`config.mk`:
```
export PLATFORM = sky130hd
export DESIGN_NAME = ring_queue_with_batch_drop_flat
export DESIGN_NICKNAME = d
export VERILOG_FILES = /design/src/design/rqbd_pkg.sv /design/src/design/rqbd_chan_if.sv /design/src/design/ring_queue_with_batch_drop.sv /design/src/design/rqbd_ctrl.sv /design/src/design/rqbd_dp.sv /design/src/flat_wrapper.sv
export SDC_FILE = /design/constraint.sdc
export NUM_CORES = 1
export LEC_CHECK = 0
export BUFFER_PORTS_ARGS = -buffer_cell sky130_fd_sc_hd__buf_2
export CORE_ASPECT_RATIO = 0.7
export CORE_UTILIZATION = 50
export DETAILED_ROUTE_END_ITERATION = 10
export HOLD_SLACK_MARGIN = 0.1
export PLACE_DENSITY_LB_ADDON = 0.25
export SYNTH_ARGS = -nofsm -noshare
export SYNTH_HDL_FRONTEND = slang
export SYNTH_SLANG_ARGS = --single-unit
```
`constraint.sdc`:
```
create_clock -name clk -period 17 [get_ports clk]
set_clock_uncertainty 0.05 [all_clocks]
set_input_delay 5.1 -clock clk [delete_from_list [all_inputs] [get_ports clk]]
set_output_delay 5.1 -clock clk [all_outputs]
set_load 0.05 [all_outputs]
```
`src/design/rqbd_pkg.sv`:
```
// Shared types and codes for the ring queue with batch drop.
// No dependencies; the top level, controller and datapath refer to this package.
package rqbd_pkg;

  localparam int WORD_W  = 32;
  localparam int OP_W    = 2;
  localparam int COUNT_W = 8;
  localparam int SLOTS_W = 5;
  localparam int STAT_W  = 2;

  localparam logic [SLOTS_W-1:0] SLOTS_RESET = 5'd16;

  localparam logic [OP_W-1:0] OP_PUSH = 2'd0;
  localparam logic [OP_W-1:0] OP_POP  = 2'd1;
  localparam logic [OP_W-1:0] OP_DROP = 2'd2;

  localparam logic [STAT_W-1:0] ST_OK    = 2'd0;
  localparam logic [STAT_W-1:0] ST_FULL  = 2'd1;
  localparam logic [STAT_W-1:0] ST_EMPTY = 2'd2;

  typedef struct packed {
    logic [OP_W-1:0]    operation;
    logic [WORD_W-1:0]  push_value;
    logic [COUNT_W-1:0] remove_count;
  } in_item_t;

  typedef struct packed {
    logic [STAT_W-1:0] status;
    logic [WORD_W-1:0] pop_value;
    logic              is_empty;
    logic              is_full;
  } out_item_t;

  typedef logic [SLOTS_W-1:0] cfg_word_t;

  // Controller to datapath commands.
  typedef struct packed {
    logic exec;    // run the accepted item against the indices and memory
    logic load;    // move the finished result into the output register
    logic cfg_wr;  // take a new ring size and empty the queue
  } ctrl_cmd_t;

endpackage

```
`src/design/rqbd_chan_if.sv`:
```
// Valid/ready channel carrying one payload item per handshake.
// Payload type is set through the type parameter.
interface rqbd_chan_if #(
  parameter type payload_t = logic
);
  logic     valid;
  logic     ready;
  payload_t data;

  modport source (output valid, output data, input ready);
  modport sink (input valid, input data, output ready);
endinterface

```
`src/design/ring_queue_with_batch_drop.sv`:
```
// Top level of the ring queue with batch drop: controller plus datapath.
// Depends on rqbd_pkg, rqbd_chan_if, rqbd_ctrl and rqbd_dp.
//
//   Channel  Dir  Payload                                   Handshake
//   in_ch    in   operation, push_value, remove_count       valid/ready
//   out_ch   out  status, pop_value, is_empty, is_full      valid/ready
//   cfg_ch   in   slots_in_use (5 bits)                     valid/ready
//
// Sequence: an accepted item is first run against the indices and the slot
// memory; the registered memory read then reaches the output register once
// that register is free, and only after that load is the next item taken.
// Reset: rst_n is synchronous and active low; it sets the ring size to 16 and
// empties the queue. The slot memory is not cleared; no clearing pass.
// Stalls: a finished result waits in the output register while the next item
// is accepted; a second result holds in the datapath until the first is taken.
module ring_queue_with_batch_drop #(
  parameter int DEPTH = 16
) (
  input logic        clk,
  input logic        rst_n,
  rqbd_chan_if.sink   in_ch,
  rqbd_chan_if.source out_ch,
  rqbd_chan_if.sink   cfg_ch
);

  rqbd_pkg::ctrl_cmd_t cmd;

  // sequence the item: accept, run, load the result
  rqbd_ctrl u_ctrl (
    .clk       (clk),
    .rst_n     (rst_n),
    .in_valid  (in_ch.valid),
    .in_ready  (in_ch.ready),
    .out_valid (out_ch.valid),
    .out_ready (out_ch.ready),
    .cfg_valid (cfg_ch.valid),
    .cfg_ready (cfg_ch.ready),
    .cmd       (cmd)
  );

  // hold the indices, ring size, slots and the result register
  rqbd_dp #(
    .DEPTH (DEPTH)
  ) u_dp (
    .clk      (clk),
    .rst_n    (rst_n),
    .cmd      (cmd),
    .in_item  (in_ch.data),
    .cfg_word (cfg_ch.data),
    .out_item (out_ch.data)
  );

endmodule

```
`src/design/rqbd_ctrl.sv`:
```
// Controller for the ring queue: sequences execute and result load, owns out valid.
// Depends on rqbd_pkg for the command struct.
module rqbd_ctrl (
  input  logic               clk,
  input  logic               rst_n,
  input  logic               in_valid,
  output logic               in_ready,
  output logic               out_valid,
  input  logic               out_ready,
  input  logic               cfg_valid,
  output logic               cfg_ready,
  output rqbd_pkg::ctrl_cmd_t cmd
);

  localparam logic S_IDLE = 1'b0;
  localparam logic S_LOAD = 1'b1;

  logic state_r, state_nxt;
  logic out_valid_r, out_valid_nxt;

  always_comb begin
    cfg_ready  = (state_r == S_IDLE);
    in_ready   = (state_r == S_IDLE) && !cfg_valid;
    cmd.cfg_wr = cfg_valid && cfg_ready;
    cmd.exec   = in_valid && in_ready;
    cmd.load   = (state_r == S_LOAD) && (!out_valid_r || out_ready);
  end

  always_comb begin
    state_nxt = state_r;
    unique case (state_r)
      S_IDLE: begin
        if (cmd.exec) state_nxt = S_LOAD;
      end
      S_LOAD: begin
        // hold until the output register is free
        if (cmd.load) state_nxt = S_IDLE;
      end
      default: state_nxt = S_IDLE;
    endcase
  end

  always_comb begin
    if (cmd.load) begin
      out_valid_nxt = 1'b1;
    end else if (out_ready) begin
      out_valid_nxt = 1'b0;
    end else begin
      out_valid_nxt = out_valid_r;
    end
  end

  always_ff @(posedge clk) begin
    if (!rst_n) begin
      state_r     <= S_IDLE;
      out_valid_r <= 1'b0;
    end else begin
      state_r     <= state_nxt;
      out_valid_r <= out_valid_nxt;
    end
  end

  assign out_valid = out_valid_r;

endmodule

```
`src/design/rqbd_dp.sv`:
```
// Datapath for the ring queue: indices, ring size, slot memory, result register.
// Depends on rqbd_pkg for item types and codes.
module rqbd_dp #(
  parameter int DEPTH = 16
) (
  input  logic                  clk,
  input  logic                  rst_n,
  input  rqbd_pkg::ctrl_cmd_t   cmd,
  input  rqbd_pkg::in_item_t    in_item,
  input  rqbd_pkg::cfg_word_t   cfg_word,
  output rqbd_pkg::out_item_t   out_item
);

  localparam int IW = (DEPTH > 2) ? $clog2(DEPTH) : 1;
  localparam int CW = ((IW > rqbd_pkg::SLOTS_W) ? IW : rqbd_pkg::SLOTS_W) + 1;
  localparam int AW = ((CW > rqbd_pkg::COUNT_W) ? CW : rqbd_pkg::COUNT_W) + 1;

  logic [rqbd_pkg::WORD_W-1:0] mem [DEPTH];
  logic [rqbd_pkg::WORD_W-1:0] rdata_r;

  logic [rqbd_pkg::SLOTS_W-1:0] slots_r;
  logic [IW-1:0]                head_r, tail_r;
  logic [rqbd_pkg::STAT_W-1:0]  status_r;
  logic                         pop_ok_r, empty_r, full_r;
  rqbd_pkg::out_item_t          out_r;

  logic [CW-1:0] slots_x, size, head_e, tail_e, head_inc, tail_inc, fill;
  logic [CW-1:0] head_n, tail_n, tail_n_inc;
  logic [AW-1:0] head_add;
  logic          empty_now, full_now, push_ok, pop_ok;
  logic [rqbd_pkg::STAT_W-1:0] status_n;

  always_comb begin
    // clamp ring size to 2..DEPTH
    slots_x = CW'(slots_r);
    if (slots_x < CW'(2)) begin
      size = CW'(2);
    end else if (slots_x > CW'(DEPTH)) begin
      size = CW'(DEPTH);
    end else begin
      size = slots_x;
    end

    head_e = (CW'(head_r) >= size) ? '0 : CW'(head_r);
    tail_e = (CW'(tail_r) >= size) ? '0 : CW'(tail_r);

    head_inc = head_e + CW'(1);
    if (head_inc >= size) head_inc = head_inc - size;
    tail_inc = tail_e + CW'(1);
    if (tail_inc >= size) tail_inc = tail_inc - size;

    empty_now = (head_e == tail_e);
    full_now  = (tail_inc == head_e);

    fill = (head_e > tail_e) ? (tail_e + size - head_e) : (tail_e - head_e);

    // drop advances by at most the fill level, so one wrap suffices
    head_add = AW'(head_e) + AW'(in_item.remove_count);
    if (head_add >= AW'(size)) head_add = head_add - AW'(size);

    head_n   = head_e;
    tail_n   = tail_e;
    status_n = rqbd_pkg::ST_OK;
    push_ok  = 1'b0;
    pop_ok   = 1'b0;
    case (in_item.operation)
      rqbd_pkg::OP_PUSH: begin
        if (full_now) begin
          status_n = rqbd_pkg::ST_FULL;
        end else begin
          push_ok = 1'b1;
          tail_n  = tail_inc;
        end
      end
      rqbd_pkg::OP_POP: begin
        if (empty_now) begin
          status_n = rqbd_pkg::ST_EMPTY;
        end else begin
          pop_ok = 1'b1;
          head_n = head_inc;
        end
      end
      rqbd_pkg::OP_DROP: begin
        if (!empty_now) begin
          if (AW'(in_item.remove_count) > AW'(fill)) begin
            head_n = tail_e;
          end else begin
            head_n = head_add[CW-1:0];
          end
        end
      end
      default: ;
    endcase

    tail_n_inc = tail_n + CW'(1);
    if (tail_n_inc >= size) tail_n_inc = tail_n_inc - size;
  end

  // slot memory: one write port, one registered read port
  always_ff @(posedge clk) begin
    if (cmd.exec && push_ok) begin
      mem[tail_e[IW-1:0]] <= in_item.push_value;
    end
    if (cmd.exec) begin
      rdata_r <= mem[head_e[IW-1:0]];
    end
  end

  always_ff @(posedge clk) begin
    if (!rst_n) begin
      slots_r <= rqbd_pkg::SLOTS_RESET;
      head_r  <= '0;
      tail_r  <= '0;
    end else if (cmd.cfg_wr) begin
      slots_r <= cfg_word;
      head_r  <= '0;
      tail_r  <= '0;
    end else if (cmd.exec) begin
      head_r <= head_n[IW-1:0];
      tail_r <= tail_n[IW-1:0];
    end
  end

  always_ff @(posedge clk) begin
    if (cmd.exec) begin
      status_r <= status_n;
      pop_ok_r <= pop_ok;
      empty_r  <= (head_n == tail_n);
      full_r   <= (tail_n_inc == head_n);
    end
    if (cmd.load) begin
      out_r.status    <= status_r;
      out_r.pop_value <= pop_ok_r ? rdata_r : '0;
      out_r.is_empty  <= empty_r;
      out_r.is_full   <= full_r;
    end
  end

  assign out_item = out_r;

endmodule
```
`src/flat_wrapper.sv`:
```
// flat-port wrapper written by rule: the top's interface ports become plain ports
module ring_queue_with_batch_drop_flat 
#(
  parameter int DEPTH = 16
)
  (clk, rst_n, in_ch_valid, in_ch_data, in_ch_ready, out_ch_valid, out_ch_data, out_ch_ready, cfg_ch_valid, cfg_ch_data, cfg_ch_ready);
  rqbd_chan_if in_ch_i ();
  rqbd_chan_if out_ch_i ();
  rqbd_chan_if cfg_ch_i ();
  input logic clk;
  input logic rst_n;
  input wire logic [$bits(in_ch_i.valid)-1:0] in_ch_valid;
  input wire logic [$bits(in_ch_i.data)-1:0] in_ch_data;
  output wire logic [$bits(in_ch_i.ready)-1:0] in_ch_ready;
  output wire logic [$bits(out_ch_i.valid)-1:0] out_ch_valid;
  output wire logic [$bits(out_ch_i.data)-1:0] out_ch_data;
  input wire logic [$bits(out_ch_i.ready)-1:0] out_ch_ready;
  input wire logic [$bits(cfg_ch_i.valid)-1:0] cfg_ch_valid;
  input wire logic [$bits(cfg_ch_i.data)-1:0] cfg_ch_data;
  output wire logic [$bits(cfg_ch_i.ready)-1:0] cfg_ch_ready;
  assign in_ch_i.valid = in_ch_valid;
  assign in_ch_i.data = in_ch_data;
  assign in_ch_ready = in_ch_i.ready;
  assign out_ch_valid = out_ch_i.valid;
  assign out_ch_data = out_ch_i.data;
  assign out_ch_i.ready = out_ch_ready;
  assign cfg_ch_i.valid = cfg_ch_valid;
  assign cfg_ch_i.data = cfg_ch_data;
  assign cfg_ch_ready = cfg_ch_i.ready;
  ring_queue_with_batch_drop #(.DEPTH(DEPTH)) u_core (.clk(clk), .rst_n(rst_n), .in_ch(in_ch_i), .out_ch(out_ch_i), .cfg_ch(cfg_ch_i));
endmodule
```
# Yosys cells after proc, flatten, opt, wreduce, memory -nomap -nowiden
# Cells that the tools add are included.
# W data, S select, Z words.
dict set report classes {
  n_lt_le_gt_ge 6
  n_mux 12
  bitwise_logic 2
  reduce_logical 9
  n_eq_ne 2
  add_sub_neg 4
}
# op count
set ops {}
lappend ops {{$mux W6} 3}
lappend ops {{$eq A6 B4 Y1} 2}
lappend ops {{$ge A4 B6 Y1} 2}
lappend ops {{$mux W5} 2}
lappend ops {{$mux W4} 2}
lappend ops {{$add A6 B1 Y6 const B} 1}
lappend ops {{$ge A5 B6 Y1} 1}
lappend ops {{$ge A6 B6 Y1} 1}
lappend ops {{$sub A5 B6 Y6} 1}
lappend ops {{$sub A6 B6 Y6} 1}
lappend ops {{$add A4 B1 Y5 const B} 1}
lappend ops {{$gt A5 B5 Y1 const B} 1}
lappend ops {{$lt A5 B2 Y1 const B} 1}
lappend ops {{$logic_and A1 B1 Y1} 4}
lappend ops {{$mux W1} 4}
lappend ops {{$logic_not A1 Y1} 2}
lappend ops {{$not A1 Y1} 2}
lappend ops {{$pmux W1 S2} 1}
lappend ops {{$reduce_bool A2 Y1} 1}
lappend ops {{$reduce_or A2 Y1} 1}
lappend ops {{$logic_or A1 B1 Y1} 1}
dict set report word_totals {
  ff_bits 14
  inputBits 7
  output_inout_bits 4
}

# Logic depth before layout (Yosys ltp)
dict set report logic_depth {
  depth_word 14
  ltp_mapped 25
  mapped_depth_nobuf 23
}

# Modules after synthesis
# Synthesis repeated with hierarchy kept, for this count alone.
dict set report unflattened {
  cells_unflattened 1674
  area_unflattened_um2 25345.6
}
# mod area_each_um2 cells_each n_inst seq_area_each_um2
set by_module_without_submodules {}
lappend by_module_without_submodules {rqbd_dp 25234.2 1660 1 17827.1}
lappend by_module_without_submodules {rqbd_ctrl 107.6 13 1 40.0}
lappend by_module_without_submodules {ring_queue_with_batch_drop 3.8 1 1 0.0}

# Worst setup path after synthesis
# OpenSTA, ideal clock, no wires.
dict set report synth_timing {
  path_kind {input-to-output}
  start {in cfg_ch_valid}
  end {out in_ch_ready}
  setup_slack_ps 6086
  cell_stages 1
  required_time_ps 11850
  arrival_time_ps 5764
  cell_sequence {nor2_1}
}
dict set report synth_between {
  elab_chain_len 2
}
# item line
set synth_rtl {}
lappend synth_rtl {{start, declared} flat_wrapper.sv:18} ;# input wire logic [$bits(cfg_ch_i.valid)-1:0] cfg_ch_valid;
lappend synth_rtl {{$logic_not A1 Y1} rqbd_ctrl.sv:23} ;# in_ready = (state_r == S_IDLE) && !cfg_valid;
lappend synth_rtl {{$logic_and A1 B1 Y1} rqbd_ctrl.sv:23}
lappend synth_rtl {{end, declared} flat_wrapper.sv:14} ;# output wire logic [$bits(in_ch_i.ready)-1:0] in_ch_ready;
# No other way between the ends.

# Worst setup path in the final report
# Same ends and word-level chain as after synthesis.

==> flow_summary_export.csv <==
group,metric,value,unit
route,routed_wl,4.445,mm
timing,setup-tns-final,0,ns
critical_path,critPathArrivalTime,5.59,ns
route,vias,1723,
finish,final_cell_mix,"19 x nand2_1, 17 x nor2_1, 13 x inv_1, 11 x dfxtp_1, 10 x ha_1",
placed_design,place_congestion,0.8289,
clock_network,cts_tree,"done",
critical_path,cp_data_required_time,11.85,ns
finish,area_growth,5.613,%
clock_network,clockRootBuffer,"clkbuf_8",
global_routing,grt_pass1_wl,7.438,mm
finish,multi_input_area,1426,sq um
job,maxCapViolCount,0,
route,antenna_left,0,
critical_path,worst_path_largest_cell_delay,0.27,ns
global_routing,track_usage,0.2561,
timing,fin_crit_sh,0.6317,
finish,fin_util,0.5784,
critical_path,cp_max_fo,4,
power,ir_drop,0.04245,mV
global_routing,grt_max_degree,30,
clock_network,cts_resized,0,
logic_synthesis,synth_cells,226,
logic_synthesis,syn_area_per_cell,7.989,sq um
critical_path,crit_path_end_kind,"output pin",
timing,rsz0062_at_grt,"no",
logic_synthesis,synth-seq-cells,13,
global_routing,antenna_found_initial,0,
clock_network,ctsLongestPathBuffers,2,
global_routing,grt_overflow_total,0,
power,pwr-share-seq,0.281,
route,vias_per_cell,6.243,
die,die_w,73.82,um
finish,n_antenna_cell,0,
logic_synthesis,synth-edff-count,2,
clock_network,clk_pin_slew_worst_paths,0.05,ns
logic_synthesis,synthTopCellsByArea,"dfxtp_1 12%, ha_1 6.9%, xnor2_1 4.4%",
timing,timing.final.hold_violations,0,
min_path,min_path_type,"reg2reg",
finish,drive_above_1_share,0.1266,
route,drc,0,
timing,worst_pin_slew,0.6941,ns
route,dr.pass1.iters,5,
timing,setup_viol,0,
critical_path,slowest_stage,"buf_2",
timing,relSlewSlack,0.5342,
clock_network,htreeDepth,1,
timing,max_freq,93.12,MHz
outcome,status,"completed",
global_routing,grt_pass1_vias,1491,
critical_path,start_kind,"primary input",
critical_path,critical_path.cell_chain,"buf_2 > nor2_1 > buf_2",
route,drtIter0Drc,302,
logic_synthesis,yosysUniqueCellTypes,66,
critical_path,crit_path_frequent_cell,"buf_2",
die,initial_core_util,0.5476,
power,p_switching,0.00004539,W
clock_network,cts_setup_buffers,0,
route,wl_per_cell,16.11,um
clock_network,numCtsBuffers,3,
finish,ff_latch_area,280.3,sq um
power,power_frac_comb,0.486,
clock_network,holdBufCountCts,0,
finish,mostFrequentLayoutCell,"nand2_1",
finish,nFillCells,303,
clock_network,cts_sinks,13,
critical_path,cp_top_family,"buffers and inverters",
critical_path,r2r_start,"u_core.u_dp.slots_r[4]$_SDFFE_PN1P_",
power,power.leakage,0.7339,nW
placed_design,portBuffers,8,
die,die_area,3859,sq um
power,p_int,0.00007276,W
logic_synthesis,yosysSeqAreaShare,0.1552,
logic_synthesis,yosysTopAreaCell,"dfxtp_1",
critical_path,crit_type,"in2out",
min_path,min_from,"u_core.u_dp.full_r$_DFFE_PP_",
die,ioPinCount,11,
finish,nets,249,
timing,period_needed,10.74,ns
logic_synthesis,ys.flop_type,"dfxtp_1",
die,die_h,52.28,um
power,clkPwrFrac,0.233,
die,design.core.area,3297,sq um
logic_synthesis,syn_area,1805,sq um
power,powerDensity,61.96,nW/um^2
critical_path,path_buf_inv,2,
clock_network,clock_latency,0.24,ns
placed_design,post-dp-hpwl,3.404,mm
die,rows,17,
logic_synthesis,ys.warnings.count,0,
timing,maxSlewViolCount,0,
logic_synthesis,synthArstFlopShare,0,
logic_synthesis,synthDominantCellAreaShare,0.1220,
power,swShare,0.3842,
critical_path,startpoint,"cfg_ch_valid",
-- cells in the mapped netlist (all sizes together) (2+ instances only) --
cell type	n
nand2	19
nor2	17
inv	13
dfxtp	11
o21ai	11
a21oi	10
ha	10
xnor2	9
nor3	8
a31oi	7
clkbuf	7
xor2	7
a211oi	6
and2	6
nand3	6
mux2i	5
and3	4
buf	4
nand4	4
nor2b	4
nor4	4
a2111o	3
a2111oi	3
a21boi	3
a21o	3
a311oi	3
mux2	3
o211ai	3
o21a	3
a211o	2
edfxtp	2
fa	2
nand3b	2
nor3b	2
or2	2
or3	2
-- power groups by stage --
stage / Sequential (W) / Clock (W) / Combinational [W]
after floorplan: 0.0000343 / 0 / 0.0000455
after global placement: 0.0000338 / 0 / 0.0000561
after detailed placement: 0.0000338 / 0 / 0.0000562
after CTS: 0.0000332 / 0.0000279 / 0.0000567
after global routing: 0.0000333 / 0.0000292 / 0.0000639
final: 0.0000332 / 0.0000275 / 0.0000574
-- worst paths after layout --
kind / slack (ns) / depth (start not counted) / endpoint
max reg2reg: 9.92 / 23 / u_core.u_dp.full_r$_DFFE_PP_
min reg2reg: 0.38 / 0 / u_core.u_dp.out_item[0]$_DFFE_PP_
min: 0.38 / 0 / u_core.u_dp.out_item[0]$_DFFE_PP_
max: 6.26 / 3 / in_ch_ready
-- state kept, by name (all words and copies together), names as in the netlist --
register,flops
u_core.u_dp.slots_r,1
u_core.u_ctrl.state_r,1
u_core.u_ctrl.out_valid,1
u_core.u_dp.out_item,1
u_core.u_dp.full_r,1
u_core.u_dp.head_r,4
u_core.u_dp.tail_r,4
-- through the flow --
stage	cell area [sq um]	hold WS (ns)	std cells	worst slack, ns	total power [W]
global placement	1862	0.3561	272	6.268	0.00008992
detailed placement	1862	0.3577	272	6.261	0.00008997
global route	1907	0.4033	276	6.210	0.0001264
finish	1907	0.3779	276	6.261	0.0001181
CTS	1907	0.3839	276	6.260	0.0001178
floorplan	1809	0.3503	227	6.086	0.00007984
-- cells by family after synthesis --
| group | count (synthesis) | share of synthesized area |
|---|---|---|
| DFF | 13 | 0.1552 |
| and+or+nand+nor | 86 | 0.2619 |
| adders and majority gates | 12 | 0.09148 |
| buffers and inverters | 24 | 0.05683 |
| muxes | 8 | 0.05059 |
| xor gates and xnor gates | 17 | 0.09009 |
| other | 1 | 0.002077 |
| AOI/OAI and AO/OA | 65 | 0.2918 |
-- metal layers --
| metal | up-vias | track usage | share of wire |
|---|---|---|---|
| li1 | 853 | - | - |
| met1 | 786 | 0.4030 | 0.50 |
| met2 | 81 | 0.3593 | 0.40 |
| met3 | 3 | 0.05192 | 0.096 |
| met4 | 0 | 0.02885 | 0.0022 |
| met5 | - | 0 | 0 |
-- cell type report --
cell class                      count  area share
Clock buffer                        4     0.02362
Inverter                           13     0.02559
Multi-Input combinational cell    190      0.7480
Sequential cell                    13      0.1470
Tap cell                           47     0.03084
Timing Repair Buffer                9     0.02493
(Power assumes the default switching activity.)
